--- config.mk ---
export PLATFORM = sky130hd
export DESIGN_NAME = led_strip_frame_loader_and_bit_encoder_flat
export DESIGN_NICKNAME = d
export VERILOG_FILES = /design/src/rtl/lsd_pkg.sv /design/src/rtl/lsd_if.sv /design/src/rtl/led_strip_frame_loader_and_bit_encoder.sv /design/src/rtl/lsd_ram.sv /design/src/rtl/lsd_store.sv /design/src/rtl/lsd_loader.sv /design/src/rtl/lsd_encoder.sv /design/src/flat_wrapper.sv
export SDC_FILE = /design/constraint.sdc
export NUM_CORES = 2
export LEC_CHECK = 0
export BUFFER_PORTS_ARGS = -buffer_cell sky130_fd_sc_hd__buf_2
export CAP_MARGIN = 40
export CORE_ASPECT_RATIO = 0.7
export CORE_MARGIN = 2
export CORE_UTILIZATION = 41
export DETAILED_ROUTE_END_ITERATION = 6
export GPL_ROUTABILITY_DRIVEN = 0
export PLACE_DENSITY = 0.62
export SLEW_MARGIN = 20
export SYNTH_ARGS = -nofsm -noshare
export SYNTH_HDL_FRONTEND = slang
export SYNTH_SLANG_ARGS = --single-unit
--- constraint.sdc ---
create_clock -name clk -period 16.3 [get_ports clk]
set_input_delay 0.815 -clock clk [delete_from_list [all_inputs] [get_ports clk]]
set_output_delay 0.815 -clock clk [all_outputs]
set_load 0.02 [all_outputs]
--- src/rtl/lsd_pkg.sv ---
// ----------------------------------------------------------------------------
// LED strip driver package
// Shared constants, types and a helper function of the frame loader and encoder.
// ----------------------------------------------------------------------------
package lsd_pkg;

  // Strip size and colour store addressing
  localparam int unsigned LED_COUNT  = 144;
  localparam int unsigned LED_ADDR_W = (LED_COUNT > 1) ? $clog2(LED_COUNT) : 1;
  localparam int unsigned NUM_LANES  = 3;
  localparam int unsigned LANE_W     = 2;
  localparam int unsigned BYTE_W     = 8;
  localparam int unsigned IDX_W      = 10;
  localparam int unsigned POS_W      = 8;
  localparam int unsigned BITPOS_W   = 3;
  localparam int unsigned SLOT_W     = 16;

  // Colour byte lanes within one LED
  localparam logic [LANE_W-1:0] LANE_GREEN    = 2'd0;
  localparam logic [LANE_W-1:0] LANE_RED      = 2'd1;
  localparam logic [LANE_W-1:0] LANE_BLUE     = 2'd2;
  localparam logic [LANE_W-1:0] LANE_RESERVED = 2'd3;

  localparam logic [BITPOS_W-1:0] BIT_MSB = 3'd7;
  localparam logic [BITPOS_W-1:0] BIT_LSB = 3'd0;

  // Command ids and replies
  localparam logic [BYTE_W-1:0] ID_SET_MULTIPLE = 8'h02;
  localparam logic [BYTE_W-1:0] ACK_OK          = 8'hAA;

  // Result kinds
  localparam logic KIND_SYMBOL = 1'b0;
  localparam logic KIND_ACK    = 1'b1;

  // High time as a fraction of the slot: floor(p * duty / 100) computed as
  // (p * ceil(duty * 2^F / 100)) >> F, exact for every 16-bit period.
  localparam int unsigned DUTY_LOW   = 33;
  localparam int unsigned DUTY_HIGH  = 66;
  localparam int unsigned FRAC_W     = 23;
  localparam int unsigned PROD_W     = SLOT_W + FRAC_W;
  localparam logic [FRAC_W-1:0] RECIP_LOW  =
    FRAC_W'((DUTY_LOW  * (64'd1 << FRAC_W) + 64'd99) / 64'd100);
  localparam logic [FRAC_W-1:0] RECIP_HIGH =
    FRAC_W'((DUTY_HIGH * (64'd1 << FRAC_W) + 64'd99) / 64'd100);

  localparam logic [SLOT_W-1:0] SLOT_PERIOD_RESET = 16'd125;

  function automatic logic [SLOT_W-1:0] high_time(input logic [SLOT_W-1:0] period,
                                                   input logic [FRAC_W-1:0] recip);
    logic [PROD_W-1:0] prod;
    prod = PROD_W'(period) * PROD_W'(recip);
    return prod[PROD_W-1:FRAC_W];
  endfunction

  localparam logic [SLOT_W-1:0] HIGH_LOW_RESET  = high_time(SLOT_PERIOD_RESET, RECIP_LOW);
  localparam logic [SLOT_W-1:0] HIGH_HIGH_RESET = high_time(SLOT_PERIOD_RESET, RECIP_HIGH);

  // Colour store write request
  typedef struct packed {
    logic                  en;
    logic [LANE_W-1:0]     lane;
    logic [LED_ADDR_W-1:0] addr;
    logic [BYTE_W-1:0]     data;
  } store_wr_t;

  // Colour store read request
  typedef struct packed {
    logic                  en;
    logic [LED_ADDR_W-1:0] addr;
  } store_rd_t;

  // Bit symbol selected by the encoder for the current tick
  typedef struct packed {
    logic                emit;
    logic                last;
    logic [LANE_W-1:0]   lane;
    logic [BITPOS_W-1:0] bitpos;
  } symbol_t;

endpackage

--- src/rtl/lsd_if.sv ---
// ----------------------------------------------------------------------------
// LED strip driver channels
// Valid/ready channels for input items, results and the slot period write.
// ----------------------------------------------------------------------------
interface lsd_item_if;
  logic       valid;
  logic       ready;
  logic       op;
  logic [7:0] rx_byte;

  modport source (output valid, output op, output rx_byte, input ready);
  modport sink   (input valid, input op, input rx_byte, output ready);
endinterface

interface lsd_result_if;
  logic        valid;
  logic        ready;
  logic        kind;
  logic [15:0] high_count;
  logic        bit_value;
  logic [7:0]  ack_byte;
  logic        frame_end;

  modport source (output valid, output kind, output high_count, output bit_value,
                  output ack_byte, output frame_end, input ready);
  modport sink   (input valid, input kind, input high_count, input bit_value,
                  input ack_byte, input frame_end, output ready);
endinterface

interface lsd_cfg_if;
  logic        valid;
  logic        ready;
  logic [15:0] slot_period;

  modport source (output valid, output slot_period, input ready);
  modport sink   (input valid, input slot_period, output ready);
endinterface

--- src/rtl/led_strip_frame_loader_and_bit_encoder.sv ---
// ----------------------------------------------------------------------------
// LED strip frame loader and bit encoder
// Loads LED colours from host commands and encodes one strip bit per tick.
// ----------------------------------------------------------------------------
// Usage:
//   item   : input transfers. op 0 carries a received host byte (rx_byte),
//            op 1 is one bit-slot tick of the strip timer.
//   result : at most one transfer per item. kind 1 is the acknowledge byte
//            0xAA sent when a colour load completes; kind 0 is a bit symbol
//            with its high time in timer counts and a frame_end flag.
//   cfg    : writes slot_period; always ready. Both high times are worked
//            out at the write, so a write must land while the block is idle.
// Pipeline: an accepted item passes the middle stage (store read / command
//   update), then the result register, which raises result.valid; a full
//   result register that is not being taken holds the item back.
// Throughput: one item per cycle once the store is clear. The input stays
//   ready while the result register is free or being emptied; a stalled
//   receiver backs up through one middle stage and then drops item.ready.
// Reset (rst, synchronous): command parser back to header gathering, no
//   frame active or pending, slot period 125. The colour store is then
//   zeroed one LED per cycle, all 144 LEDs, with item.ready low.
// ----------------------------------------------------------------------------
module led_strip_frame_loader_and_bit_encoder import lsd_pkg::*; (
  input  logic                clk,
  input  logic                rst,
  lsd_cfg_if.sink             cfg,
  lsd_item_if.sink            item,
  lsd_result_if.source        result
);

  // Pre-computed high times for a 0 bit and a 1 bit
  logic [SLOT_W-1:0] high_low;
  logic [SLOT_W-1:0] high_high;

  logic      item_acc;
  logic      adv;

  store_wr_t wr;
  store_rd_t rd;
  symbol_t   sym;
  logic      ack;
  logic [NUM_LANES*BYTE_W-1:0] colour;
  logic      store_busy;

  // Middle stage: holds the item's control while the store read completes
  logic                s1_valid;
  logic                s1_ack;
  logic                s1_last;
  logic [LANE_W-1:0]   s1_lane;
  logic [BITPOS_W-1:0] s1_bitpos;

  logic [BYTE_W-1:0]   lane_byte;
  logic                bit_sel;

  // Result register
  logic                out_valid;
  logic                out_kind;
  logic [SLOT_W-1:0]   out_high_count;
  logic                out_bit_value;
  logic [BYTE_W-1:0]   out_ack_byte;
  logic                out_frame_end;

  // ---------------------------------------------------------------------------
  // Configuration: one multiply each, straight into the high-time registers
  // ---------------------------------------------------------------------------
  assign cfg.ready = 1'b1;

  always_ff @(posedge clk) begin
    if (rst) begin
      high_low  <= HIGH_LOW_RESET;
      high_high <= HIGH_HIGH_RESET;
    end else if (cfg.valid) begin
      high_low  <= high_time(cfg.slot_period, RECIP_LOW);
      high_high <= high_time(cfg.slot_period, RECIP_HIGH);
    end
  end

  // ---------------------------------------------------------------------------
  // Handshake: result register moves when empty or being taken; the middle
  // stage takes a new item when empty or moving on, once the store is clear.
  // ---------------------------------------------------------------------------
  assign adv        = !out_valid || result.ready;
  assign item.ready = !store_busy && (!s1_valid || adv);
  assign item_acc   = item.valid && item.ready;

  // ---------------------------------------------------------------------------
  // Command parsing, frame sequencing and the colour store
  // ---------------------------------------------------------------------------
  lsd_loader u_loader (
    .clk     (clk),
    .rst     (rst),
    .accept  (item_acc && !item.op),
    .rx_byte (item.rx_byte),
    .wr      (wr),
    .ack     (ack)
  );

  lsd_encoder u_encoder (
    .clk       (clk),
    .rst       (rst),
    .tick      (item_acc && item.op),
    .frame_req (ack),
    .rd        (rd),
    .sym       (sym)
  );

  lsd_store u_store (
    .clk    (clk),
    .rst    (rst),
    .wr     (wr),
    .rd     (rd),
    .colour (colour),
    .busy   (store_busy)
  );

  // ---------------------------------------------------------------------------
  // Middle stage. Store read data holds with it, as a read is only issued
  // when a tick is transferred.
  // ---------------------------------------------------------------------------
  always_ff @(posedge clk) begin
    if (rst) begin
      s1_valid <= 1'b0;
    end else if (item.ready) begin
      s1_valid <= item_acc && (ack || sym.emit);
    end
  end

  always_ff @(posedge clk) begin
    if (item.ready) begin
      s1_ack    <= ack;
      s1_last   <= sym.last;
      s1_lane   <= sym.lane;
      s1_bitpos <= sym.bitpos;
    end
  end

  // Colour bit: lane byte, then MSB-first bit within it
  always_comb begin
    unique case (s1_lane)
      LANE_GREEN: lane_byte = colour[0*BYTE_W +: BYTE_W];
      LANE_RED:   lane_byte = colour[1*BYTE_W +: BYTE_W];
      LANE_BLUE:  lane_byte = colour[2*BYTE_W +: BYTE_W];
      default:    lane_byte = '0;
    endcase
  end

  assign bit_sel = lane_byte[s1_bitpos];

  // ---------------------------------------------------------------------------
  // Result register
  // ---------------------------------------------------------------------------
  always_ff @(posedge clk) begin
    if (rst) begin
      out_valid <= 1'b0;
    end else if (adv) begin
      out_valid <= s1_valid;
    end
  end

  always_ff @(posedge clk) begin
    if (adv && s1_valid) begin
      if (s1_ack) begin
        out_kind       <= KIND_ACK;
        out_high_count <= '0;
        out_bit_value  <= 1'b0;
        out_ack_byte   <= ACK_OK;
        out_frame_end  <= 1'b0;
      end else begin
        out_kind       <= KIND_SYMBOL;
        out_high_count <= bit_sel ? high_high : high_low;
        out_bit_value  <= bit_sel;
        out_ack_byte   <= '0;
        out_frame_end  <= s1_last;
      end
    end
  end

  assign result.valid      = out_valid;
  assign result.kind       = out_kind;
  assign result.high_count = out_high_count;
  assign result.bit_value  = out_bit_value;
  assign result.ack_byte   = out_ack_byte;
  assign result.frame_end  = out_frame_end;

endmodule

--- src/rtl/lsd_ram.sv ---
// ----------------------------------------------------------------------------
// Generic RAM
// One write port, one read port with registered read data.
// ----------------------------------------------------------------------------
module lsd_ram #(
  parameter int unsigned WIDTH = 8,
  parameter int unsigned DEPTH = 16
) (
  input  logic                                  clk,
  input  logic                                  wr_en,
  input  logic [((DEPTH > 1) ? $clog2(DEPTH) : 1)-1:0] wr_addr,
  input  logic [WIDTH-1:0]                      wr_data,
  input  logic                                  rd_en,
  input  logic [((DEPTH > 1) ? $clog2(DEPTH) : 1)-1:0] rd_addr,
  output logic [WIDTH-1:0]                      rd_data
);

  logic [WIDTH-1:0] mem [DEPTH];

  always_ff @(posedge clk) begin
    if (wr_en) begin
      mem[wr_addr] <= wr_data;
    end
    if (rd_en) begin
      rd_data <= mem[rd_addr];
    end
  end

endmodule

--- src/rtl/lsd_store.sv ---
// ----------------------------------------------------------------------------
// Colour store
// One RAM per colour lane; every entry is zeroed by a clearing pass after reset.
// ----------------------------------------------------------------------------
module lsd_store import lsd_pkg::*; (
  input  logic                          clk,
  input  logic                          rst,
  input  store_wr_t                     wr,
  input  store_rd_t                     rd,
  output logic [NUM_LANES*BYTE_W-1:0]   colour,
  output logic                          busy
);

  logic                  clearing;
  logic [LED_ADDR_W-1:0] clr_addr;
  logic [LED_ADDR_W-1:0] ram_addr;
  logic [BYTE_W-1:0]     ram_data;

  // One LED per cycle, all LED_COUNT entries after reset
  always_ff @(posedge clk) begin
    if (rst) begin
      clearing <= 1'b1;
      clr_addr <= '0;
    end else if (clearing) begin
      if (clr_addr == LED_ADDR_W'(LED_COUNT - 1)) begin
        clearing <= 1'b0;
      end
      clr_addr <= clr_addr + LED_ADDR_W'(1);
    end
  end

  assign busy     = clearing;
  assign ram_addr = clearing ? clr_addr : wr.addr;
  assign ram_data = clearing ? '0 : wr.data;

  for (genvar g = 0; g < NUM_LANES; g++) begin : g_lane
    logic              lane_we;
    logic [BYTE_W-1:0] lane_data;

    assign lane_we = clearing || (wr.en && (wr.lane == LANE_W'(g)));

    lsd_ram #(
      .WIDTH (BYTE_W),
      .DEPTH (LED_COUNT)
    ) u_ram (
      .clk     (clk),
      .wr_en   (lane_we),
      .wr_addr (ram_addr),
      .wr_data (ram_data),
      .rd_en   (rd.en),
      .rd_addr (rd.addr),
      .rd_data (lane_data)
    );

    assign colour[g*BYTE_W +: BYTE_W] = lane_data;
  end

endmodule

--- src/rtl/lsd_loader.sv ---
// ----------------------------------------------------------------------------
// Command loader
// Gathers four header bytes, then writes set-multiple data to the colour store.
// ----------------------------------------------------------------------------
module lsd_loader import lsd_pkg::*; (
  input  logic              clk,
  input  logic              rst,
  input  logic              accept,
  input  logic [BYTE_W-1:0] rx_byte,
  output store_wr_t         wr,
  output logic              ack
);

  logic              in_data_phase;
  logic [1:0]        header_bytes_seen;
  logic [15:0]       header_word;
  logic [IDX_W-1:0]  data_byte_index;
  logic [IDX_W-1:0]  final_byte_index;

  logic [BYTE_W-1:0] count;
  logic              id_ok;
  logic [IDX_W-1:0]  final_next;
  logic              done;
  logic [POS_W-1:0]  led;
  logic [LANE_W-1:0] lane;

  assign count = header_word[15:8];
  assign id_ok = header_word[7:0] == ID_SET_MULTIPLE;
  assign led   = data_byte_index[IDX_W-1:2];
  assign lane  = data_byte_index[1:0];

  // Last data byte index is latched on the first data byte
  always_comb begin
    if (data_byte_index != '0) begin
      final_next = final_byte_index;
    end else if (count == '0) begin
      final_next = '0;
    end else begin
      final_next = {count, 2'b00} - IDX_W'(1);
    end
  end

  assign done = in_data_phase && id_ok && (data_byte_index >= final_next);
  assign ack  = accept && done;

  // Reserved lane and LEDs beyond the store are dropped
  assign wr.en   = accept && in_data_phase && id_ok && (count != '0)
                   && (led < POS_W'(LED_COUNT)) && (lane != LANE_RESERVED);
  assign wr.lane = lane;
  assign wr.addr = led[LED_ADDR_W-1:0];
  assign wr.data = rx_byte;

  always_ff @(posedge clk) begin
    if (rst) begin
      in_data_phase     <= 1'b0;
      header_bytes_seen <= '0;
      header_word       <= '0;
      data_byte_index   <= '0;
      final_byte_index  <= '0;
    end else if (accept) begin
      if (!in_data_phase) begin
        header_word       <= {header_word[7:0], rx_byte};
        header_bytes_seen <= header_bytes_seen + 2'd1;
        if (header_bytes_seen == 2'd3) begin
          in_data_phase   <= 1'b1;
          data_byte_index <= '0;
        end
      end else if (!id_ok) begin
        in_data_phase   <= 1'b0;
        data_byte_index <= '0;
      end else begin
        final_byte_index <= final_next;
        if (done) begin
          in_data_phase   <= 1'b0;
          data_byte_index <= '0;
        end else begin
          data_byte_index <= data_byte_index + IDX_W'(1);
        end
      end
    end
  end

endmodule

--- src/rtl/lsd_encoder.sv ---
// ----------------------------------------------------------------------------
// Frame encoder
// Steps LEDs, lanes and bits on each frame tick and issues the store read.
// ----------------------------------------------------------------------------
module lsd_encoder import lsd_pkg::*; (
  input  logic      clk,
  input  logic      rst,
  input  logic      tick,
  input  logic      frame_req,
  output store_rd_t rd,
  output symbol_t   sym
);

  logic                frame_active;
  logic                frame_requested;
  logic [POS_W-1:0]    led_position;
  logic [LANE_W-1:0]   colour_byte_position;
  logic [BITPOS_W-1:0] bit_position;

  logic                start;
  logic                emit;
  logic                last;
  logic [POS_W-1:0]    cur_led;
  logic [LANE_W-1:0]   cur_lane;
  logic [BITPOS_W-1:0] cur_bit;

  assign start = !frame_active && frame_requested;
  assign emit  = tick && (frame_active || frame_requested);

  assign cur_led  = start ? '0 : led_position;
  assign cur_lane = start ? LANE_GREEN : colour_byte_position;
  assign cur_bit  = start ? BIT_MSB : bit_position;

  assign last = (cur_led >= POS_W'(LED_COUNT - 1)) && (cur_lane >= LANE_BLUE)
                && (cur_bit == BIT_LSB);

  assign rd.en   = emit;
  assign rd.addr = (cur_led < POS_W'(LED_COUNT)) ? cur_led[LED_ADDR_W-1:0] : '0;

  assign sym.emit   = emit;
  assign sym.last   = last;
  assign sym.lane   = cur_lane;
  assign sym.bitpos = cur_bit;

  always_ff @(posedge clk) begin
    if (rst) begin
      frame_active         <= 1'b0;
      frame_requested      <= 1'b0;
      led_position         <= '0;
      colour_byte_position <= LANE_GREEN;
      bit_position         <= BIT_MSB;
    end else begin
      if (frame_req) begin
        frame_requested <= 1'b1;
      end
      if (emit) begin
        if (start) begin
          frame_active    <= 1'b1;
          frame_requested <= 1'b0;
        end
        if (last) begin
          frame_active         <= 1'b0;
          led_position         <= '0;
          colour_byte_position <= LANE_GREEN;
          bit_position         <= BIT_MSB;
        end else if (cur_bit != BIT_LSB) begin
          led_position         <= cur_led;
          colour_byte_position <= cur_lane;
          bit_position         <= cur_bit - BITPOS_W'(1);
        end else begin
          bit_position <= BIT_MSB;
          if (cur_lane < LANE_BLUE) begin
            led_position         <= cur_led;
            colour_byte_position <= cur_lane + LANE_W'(1);
          end else begin
            led_position         <= cur_led + POS_W'(1);
            colour_byte_position <= LANE_GREEN;
          end
        end
      end
    end
  end

endmodule
--- src/flat_wrapper.sv ---
// flat-port wrapper written by rule: the top's interface ports become plain ports
module led_strip_frame_loader_and_bit_encoder_flat import lsd_pkg::*;
  (clk, rst, cfg_valid, cfg_slot_period, cfg_ready, item_valid, item_op, item_rx_byte, item_ready, result_valid, result_kind, result_high_count, result_bit_value, result_ack_byte, result_frame_end, result_ready);
  lsd_cfg_if cfg_i ();
  lsd_item_if item_i ();
  lsd_result_if result_i ();
  input  logic clk;
  input  logic rst;
  input wire logic [$bits(cfg_i.valid)-1:0] cfg_valid;
  input wire logic [$bits(cfg_i.slot_period)-1:0] cfg_slot_period;
  output wire logic [$bits(cfg_i.ready)-1:0] cfg_ready;
  input wire logic [$bits(item_i.valid)-1:0] item_valid;
  input wire logic [$bits(item_i.op)-1:0] item_op;
  input wire logic [$bits(item_i.rx_byte)-1:0] item_rx_byte;
  output wire logic [$bits(item_i.ready)-1:0] item_ready;
  output wire logic [$bits(result_i.valid)-1:0] result_valid;
  output wire logic [$bits(result_i.kind)-1:0] result_kind;
  output wire logic [$bits(result_i.high_count)-1:0] result_high_count;
  output wire logic [$bits(result_i.bit_value)-1:0] result_bit_value;
  output wire logic [$bits(result_i.ack_byte)-1:0] result_ack_byte;
  output wire logic [$bits(result_i.frame_end)-1:0] result_frame_end;
  input wire logic [$bits(result_i.ready)-1:0] result_ready;
  assign cfg_i.valid = cfg_valid;
  assign cfg_i.slot_period = cfg_slot_period;
  assign cfg_ready = cfg_i.ready;
  assign item_i.valid = item_valid;
  assign item_i.op = item_op;
  assign item_i.rx_byte = item_rx_byte;
  assign item_ready = item_i.ready;
  assign result_valid = result_i.valid;
  assign result_kind = result_i.kind;
  assign result_high_count = result_i.high_count;
  assign result_bit_value = result_i.bit_value;
  assign result_ack_byte = result_i.ack_byte;
  assign result_frame_end = result_i.frame_end;
  assign result_i.ready = result_ready;
  led_strip_frame_loader_and_bit_encoder u_core (.clk(clk), .rst(rst), .cfg(cfg_i), .item(item_i), .result(result_i));
endmodule
# == Word level (Yosys, flattened, before mapping) ==
# Memory sizes are Yosys's and may differ from the RTL's. A register that Yosys moved wholly into a read port is not among the register bits.
# Cells that the tools add are included.
# totals
ram_bits,3456
n_memories,3
in_bits,30
out_inout_bits,30
regBits,130
# classes
n_lt_le_gt_ge,7
n_reduce_logical,47
muxes,43
n_eq_ne,8
n_mul,2
bitwise_logic,2
add_sub_neg,7
# mem_list
memory,depth,width,read_ports,rd_ports_with_merged_regs,wr,line,source
u_core.u_store.g_lane[0].u_ram.mem,144,8,1,1,1,lsd_ram.sv:18,logic [WIDTH-1:0] mem [DEPTH];
u_core.u_store.g_lane[1].u_ram.mem,144,8,1,1,1,lsd_ram.sv:18,
u_core.u_store.g_lane[2].u_ram.mem,144,8,1,1,1,lsd_ram.sv:18,
# op_table
cell,count
multiplier 16 x 22 -> 38 bit (second input constant),2
two-way mux 8 bit,8
two-way mux 10 bit,6
case mux 8 bit (3 select lines),1
logical AND 1 bit,21
two-way mux 1 bit,19
adder 8 x 1 -> 8 bit (second input constant),2
< comparator 8 bit (second input constant),2
two-way mux 15 bit,1
adder 10 x 1 -> 10 bit (second input constant),1
>= comparator 10 bit,1
nonzero test 10 bit,1
subtractor 10 x 1 -> 10 bit (second input constant),1
two-way mux 3 bit,3
equality test 8 x 2 -> 1 bit (second input constant),1
equality test 8 bit (second input constant),1
>= comparator 8 bit (second input constant),1
logical NOT 8 bit,1
two-way mux 2 bit,4
nonzero test 8 bit,1
logical OR 1 bit,7
equality test 2 bit (second input constant),3
AND reduction 2 bit,3
logical NOT 1 bit,5
other kinds (15),20

# == Longest topological paths before layout ==
# logic_depth
depth_word,15
ltp_mapped,22
ltp_nobuf,22

# == Hierarchy ==
# From an unflattened synthesis, not the netlist that was laid out.
# unflattened
cells_unflattened,7652
hier_area_um2,148180.9
# by_module_without_submodules
module,n_inst,area_each_um2,cells_each
lsd_ram,3,45546.2,2134
led_strip_frame_loader_and_bit_encoder,1,7739.9,775
lsd_loader,1,2209.6,275
lsd_encoder,1,1023.5,135
lsd_store,1,569.3,65

# == Worst setup path before layout ==
# Ideal clock, no wire load.
# synth_timing
path_kind,reg-to-reg
start,register u_core.u_store.clearing (netlist: u_core.u_store.busy)
end,memory u_core.u_store.g_lane[0].u_ram.mem[0][0] (data pin)
required_time_ns,13.999
arrival_ns,11.352
path_stages_with_launch,5
setup_slack_ns,2.647
setup_ns,2.301
cell_sequence,dfxtp_1 clkbuf_1 clkbuf_1 clkbuf_1 nor2b_1
# synth_between
elab_chain_cells,1
# synth_lines
item,line,source
from (decl),lsd_store.sv:14,logic clearing;
from (signal assigned),lsd_store.sv:22,clearing <= 1'b1;
from (signal assigned),lsd_store.sv:26,clearing <= 1'b0;
two-way mux 8 bit,lsd_store.sv:34,assign ram_data = clearing ? '0 : wr.data;
net u_core.u_store.g_lane[0].u_ram.wr_data[0],lsd_ram.sv:12,"input logic [WIDTH-1:0] wr_data,"
to (decl),lsd_ram.sv:18,
# The timed path passes the listed nets, and every way through them passes these cells.

# == Worst setup path in the final report ==
# layout_timing
start,input port cfg_slot_period[1]
end,register u_core.high_high[15]
# layout_between
elab_chain_cells,1
# layout_lines
item,line,source
from (decl),flat_wrapper.sv:10,input wire logic [$bits(cfg_i.slot_period)-1:0] cfg_slot_period;
multiplier 16 x 22 -> 38 bit,lsd_pkg.sv:51,prod = PROD_W'(period) * PROD_W'(recip);
to (signal assigned),led_strip_frame_loader_and_bit_encoder.sv:74,"high_high <= high_time(cfg.slot_period, RECIP_HIGH);"
to (decl),led_strip_frame_loader_and_bit_encoder.sv:33,logic [SLOT_W-1:0] high_high;
# Every way passes these cells.
# A chain may end at the register's enable or synchronous reset.

==> summary by stage <==
Outcome
The run finished with clean final reports.

Clock tree
The number of H-tree levels is 5. The sink count of the clock tree is about 3600. The number of resized instances in the post-cts repair step is 0. For the worst-skew pair, the clock arrives at the later sink with an insertion delay of 940 ps.

In this run the deepest clock path goes through 4 buffers. Counting the buffers created by CTS gives 332. The count of hold buffers inserted by post-cts repair is 0. The clock transition at the registers of the reported paths is around 70 ps.

The root buffer selected by CTS is sky130_fd_sc_hd__clkbuf_16. TritonCTS built the clock tree. The post-CTS setup-driven buffer insertion count is 0.

Setup path
STA puts the critical path data required time at 17090 ps. The worst setup path is of the input pin to flop kind. The worst setup path is launched from an input pin.

The kind of cell with the highest combined delay on the critical path is adder cells. Counting stages on the worst path, the most repeated cell is sky130_fd_sc_hd__fa_1. The critical path contains buffers and inverters numbering 5 combined.

STA puts the critical path data arrival time at 6970 ps. The startpoint of the most critical register-to-register path is u_core.u_encoder.led_position[4]. The library cell contributing the largest single delay on the critical path is sky130_fd_sc_hd__fa_1.

The maximum single-stage delay on the critical path is approximately 610 ps. The worst register-to-register path ends at u_core.u_store.g_lane[2].u_ram.rd_data[6]. The worst setup path is captured at a flop. The reg-to-reg setup timing slack is about 11000 ps. The critical path crosses 21 cells after its start point.

Of all nets on the critical path, the largest fanout is 5. The critical path goes through buf_2, fa_1, inv_1, fa_1, fa_1, inv_1, fa_1, inv_1, fa_1, fa_1, inv_1, ha_1, a211oi_1, nand3_1, a21oi_1, nor4b_1, o31ai_1, a21oi_1, o311a_1, or3_1, a311oi_1. The number of cells on the worst reg-to-reg path is 13.

Die
The die is 503.5 microns tall. The area of the die is between 300000 and 400000 sq um. The starting utilization of the core area is 0.4118. In this run the count of I/O pins placed on the die edge is 60. Row generation in the floorplan step produced 183 rows.

In this run the standard cell core region covers 354900 sq um. In this run the horizontal extent of the chip is 717.6 microns.

Place
The area of placed instances is between 150000 and 200000 sq um. The minimum setup slack after placement is 9231 ps. In this run the tool buffered the top-level ports with 54 buffer cells. The sum of net half-perimeters after detailed placement is 270900 microns.

Layout
The area growth from synthesis to layout is 12.68%. The final net count is roughly 11000. The share of final-layout standard cells stronger than drive strength 1 is 0.1116. Fill cells in the final layout number 30580. The post-route standard cell area excluding fillers is 164700 sq um.

Drt
The total wire length after detailed routing is around 440000 microns. Dividing the detail-routed wire length by the instance count gives ~29 microns. The count of nets left with antenna violations once routing finished came out at 0. The routed via count is 92850.

The first TritonRoute pass finished after 6 iterations. For this run, design rule violations remaining after detail routing come to 0. Using the TritonRoute via totals, the vias-per-cell ratio works out to approximately 6.1.

The detailed router finished its first iteration with ~15000 violations.

Hold path
The worst hold path class is input pin to flop. The endpoint of the worst hold path is u_core.u_loader.header_word[3]. The launch instance of the worst min-delay path is item_rx_byte[3]. The count of cells along the worst hold path is 3.

Power and ir drop
The power share of the sequential group is 0.523. The post-layout total power is 19.16 mW. The share of total power dissipated in the clock network is 0.401. Summed over all nets, the switching power comes to 4.303 mW. The internal portion of the total power is 14.86 mW. The share of total power dissipated in combinational logic is 0.076. Of the total power, the share spent switching nets is 0.2246. The worst ir drop on vdd is 0.1554 mV. The static power due to leakage is 55.82 nW. In this run the power density over the cells is 116.4 nW/um^2.

STA
The worst path meets setup with 10130 ps of slack. For the pin with the worst max-slew slack, the measured transition is 1217 ps. The maximum achievable frequency is 161.9 MHz. The number of pins with negative max-slew slack in the final report was 0.

Setup repair after global routing left no endpoint under its margin. The worst-case clock skew is 74.25 ps. The worst path in the final design needs a cycle of 6175 ps, including I/O delays and setup. The sum of negative setup slack is 0 ps.

The final-report setup violation count is 0. The share of the clock period used by the worst path is 0.3788. The total count of hold-check failures in the final report is 0. The worst pin sits at a relative slew slack of 0.1889.

Synth
The average instance in the mapped netlist occupies 14.50 sq um. The post-synthesis cell type count is 72. The register area share after synthesis is 0.7316.

The number of enable flip-flop cells after synthesis is 3506. The portion of synthesized cell area occupied by the leading cell type is 0.7205. The cell type with the largest total area after synthesis is sky130_fd_sc_hd__edfxtp_1. After synthesis the cells add up to 146100 sq um. The most instantiated flip-flop cell in the synthesis netlist is sky130_fd_sc_hd__edfxtp_1. Ranked by total cell area, the synthesized netlist is headed by sky130_fd_sc_hd__edfxtp_1, sky130_fd_sc_hd__mux2i_1, sky130_fd_sc_hd__nand2_1. The post-synthesis register bit count is 3587. The Yosys step of the flow raised 0 warnings. The share of synthesized registers carrying an async set or reset is 0.

The cell count after synthesis is 10080.

Global routing
Summed over all layers, the global routing overflow is 0. The number of antenna violations at the first check in global routing is 24. The number of global-route vias before repair is 87290. Across every metal layer, demand over resource in global routing totals 0.2378. Entering global routing, the biggest net connects approximately 190 pins. The first-pass GRT wire length is 631800 microns.

Flow run
Across the run, the number of max-cap violations was 0.
## cell families after synthesis
group	share of synthesized area
flops	0.7316
buf+inv	0.02493
other cells	0.00005139
simple gates	0.07124
xor+xnor	0.002098
fa+ha+maj	0.02942
mux	0.03410
compound gates	0.1066
## flip-flops by register name, summed over array words and instances (netlist names), 3 cells and up
name,flops
u_core.high_high,16
u_core.u_encoder.bit_position,3
u_core.u_store.clr_addr,8
u_core.u_loader.header_word,16
u_core.result.high_count,16
u_core.u_loader.final_byte_index,10
u_core.u_store.g_lane.u_ram.mem,3456
u_core.u_store.g_lane.u_ram.rd_data,24
u_core.u_loader.data_byte_index,10
u_core.u_encoder.led_position,8
u_core.s1_bitpos,3
## tightest hold or removal path, cell delays in order
cell                      delay, ps
sky130_fd_sc_hd__buf_2          110
sky130_fd_sc_hd__nand2_1         50
sky130_fd_sc_hd__a21oi_1         50
## cell usage after synthesis (21+ instances only)
cell	instances
sky130_fd_sc_hd__edfxtp_1	3506
sky130_fd_sc_hd__nand2_1	1003
sky130_fd_sc_hd__nor2_1	796
sky130_fd_sc_hd__a21oi_1	503
sky130_fd_sc_hd__clkbuf_1	456
sky130_fd_sc_hd__mux2i_1	409
sky130_fd_sc_hd__o21ai_0	406
sky130_fd_sc_hd__o221ai_1	373
sky130_fd_sc_hd__nor3_1	259
sky130_fd_sc_hd__inv_1	209
sky130_fd_sc_hd__a31oi_1	183
sky130_fd_sc_hd__a211oi_1	181
sky130_fd_sc_hd__ha_1	166
sky130_fd_sc_hd__buf_2	149
sky130_fd_sc_hd__o22ai_1	143
sky130_fd_sc_hd__nand3_1	140
sky130_fd_sc_hd__and2_1	121
sky130_fd_sc_hd__o21ai_1	115
sky130_fd_sc_hd__fa_1	111
sky130_fd_sc_hd__o211ai_1	99
sky130_fd_sc_hd__dfxtp_1	81
sky130_fd_sc_hd__mux2_2	75
sky130_fd_sc_hd__a311oi_1	71
sky130_fd_sc_hd__buf_1	59
sky130_fd_sc_hd__and3_1	56
sky130_fd_sc_hd__o221a_2	48
sky130_fd_sc_hd__a221oi_1	45
sky130_fd_sc_hd__a22oi_1	42
sky130_fd_sc_hd__a211o_1	26
sky130_fd_sc_hd__o32a_1	23
sky130_fd_sc_hd__xnor2_1	21
## final cells by class
cell class                 instances  area [sq um]  area share
tap                             4717          5902     0.03584
sequential                      3587        106900      0.6492
timing repair buffer             532          4713     0.02862
inverter                         211         802.0    0.004871
multi-input combinational       5598         35880      0.2179
clock inverter                   176          1504    0.009133
antenna                           24         60.06   0.0003647
clock buffer                     417          8900     0.05405
## power groups by stage
stage	Clock, mW	Sequential, mW	Combinational, mW
2_1_floorplan	0	10.2	1.05
3_3_place_gp	0	10.2	1.41
3_5_place_dp	0	10.2	1.42
4_1_cts	7.75	10.0	1.44
5_1_grt	8.13	10.0	1.67
6_report	7.69	10.0	1.45
## cells in the final DEF, fill, tap and decap left out, drive strengths merged, types with 72 or more instances in the layout
| master | Yosys | layout |
|---|---|---|
| buf | 230 | 531 |
| mux2 | 75 | 75 |
| o221ai | 373 | 373 |
| clkbuf | 456 | 418 |
| o22ai | 143 | 143 |
| and2 | 121 | 121 |
| a31oi | 183 | 183 |
| edfxtp | 3506 | 3506 |
| dfxtp | 81 | 81 |
| a311oi | 72 | 72 |
| o211ai | 99 | 99 |
| clkinv | 1 | 132 |
| o21ai | 521 | 521 |
| a21oi | 504 | 504 |
| ha | 166 | 166 |
| nand3 | 140 | 140 |
| mux2i | 409 | 409 |
| a211oi | 184 | 184 |
| nand2 | 1003 | 1003 |
| inv | 210 | 224 |
| fa | 111 | 111 |
| nor2 | 796 | 796 |
| nor3 | 259 | 259 |
## per-layer routing
layer  GRT usage  part of all wire  vias to the layer above
met5           0           0.00025                        -
met4     0.07069             0.031                       16
met3     0.07340              0.13                      717
met2      0.3317              0.42                     5785
met1      0.3551              0.42                    47070
li1            -                 -                    39260
## metrics by stage
step                  util  std cells  hold WS (ps)
floorplan                -      10080         424.4
global placement    0.4268      14360         435.9
detailed placement  0.4300      14480         443.9
CTS                 0.4593      15070         142.1
global route        0.4638      15240         160.5
finish              0.4640      15260         200.1
## how the worst max path moves through the flow
stage,start,end,slack [ps]
global placement,cfg_slot_period[1],u_core.high_high[15],9230
global route,cfg_slot_period[1],u_core.high_high[15],9730
CTS,cfg_slot_period[1],u_core.high_high[15],10180
floorplan,u_core.u_store.busy,u_core.u_store.g_lane[0].u_ram.mem[0][0],2650
finish,cfg_slot_period[1],u_core.high_high[15],10130
detailed placement,cfg_slot_period[1],u_core.high_high[15],9230
Power figures use the tool's default switching activity.
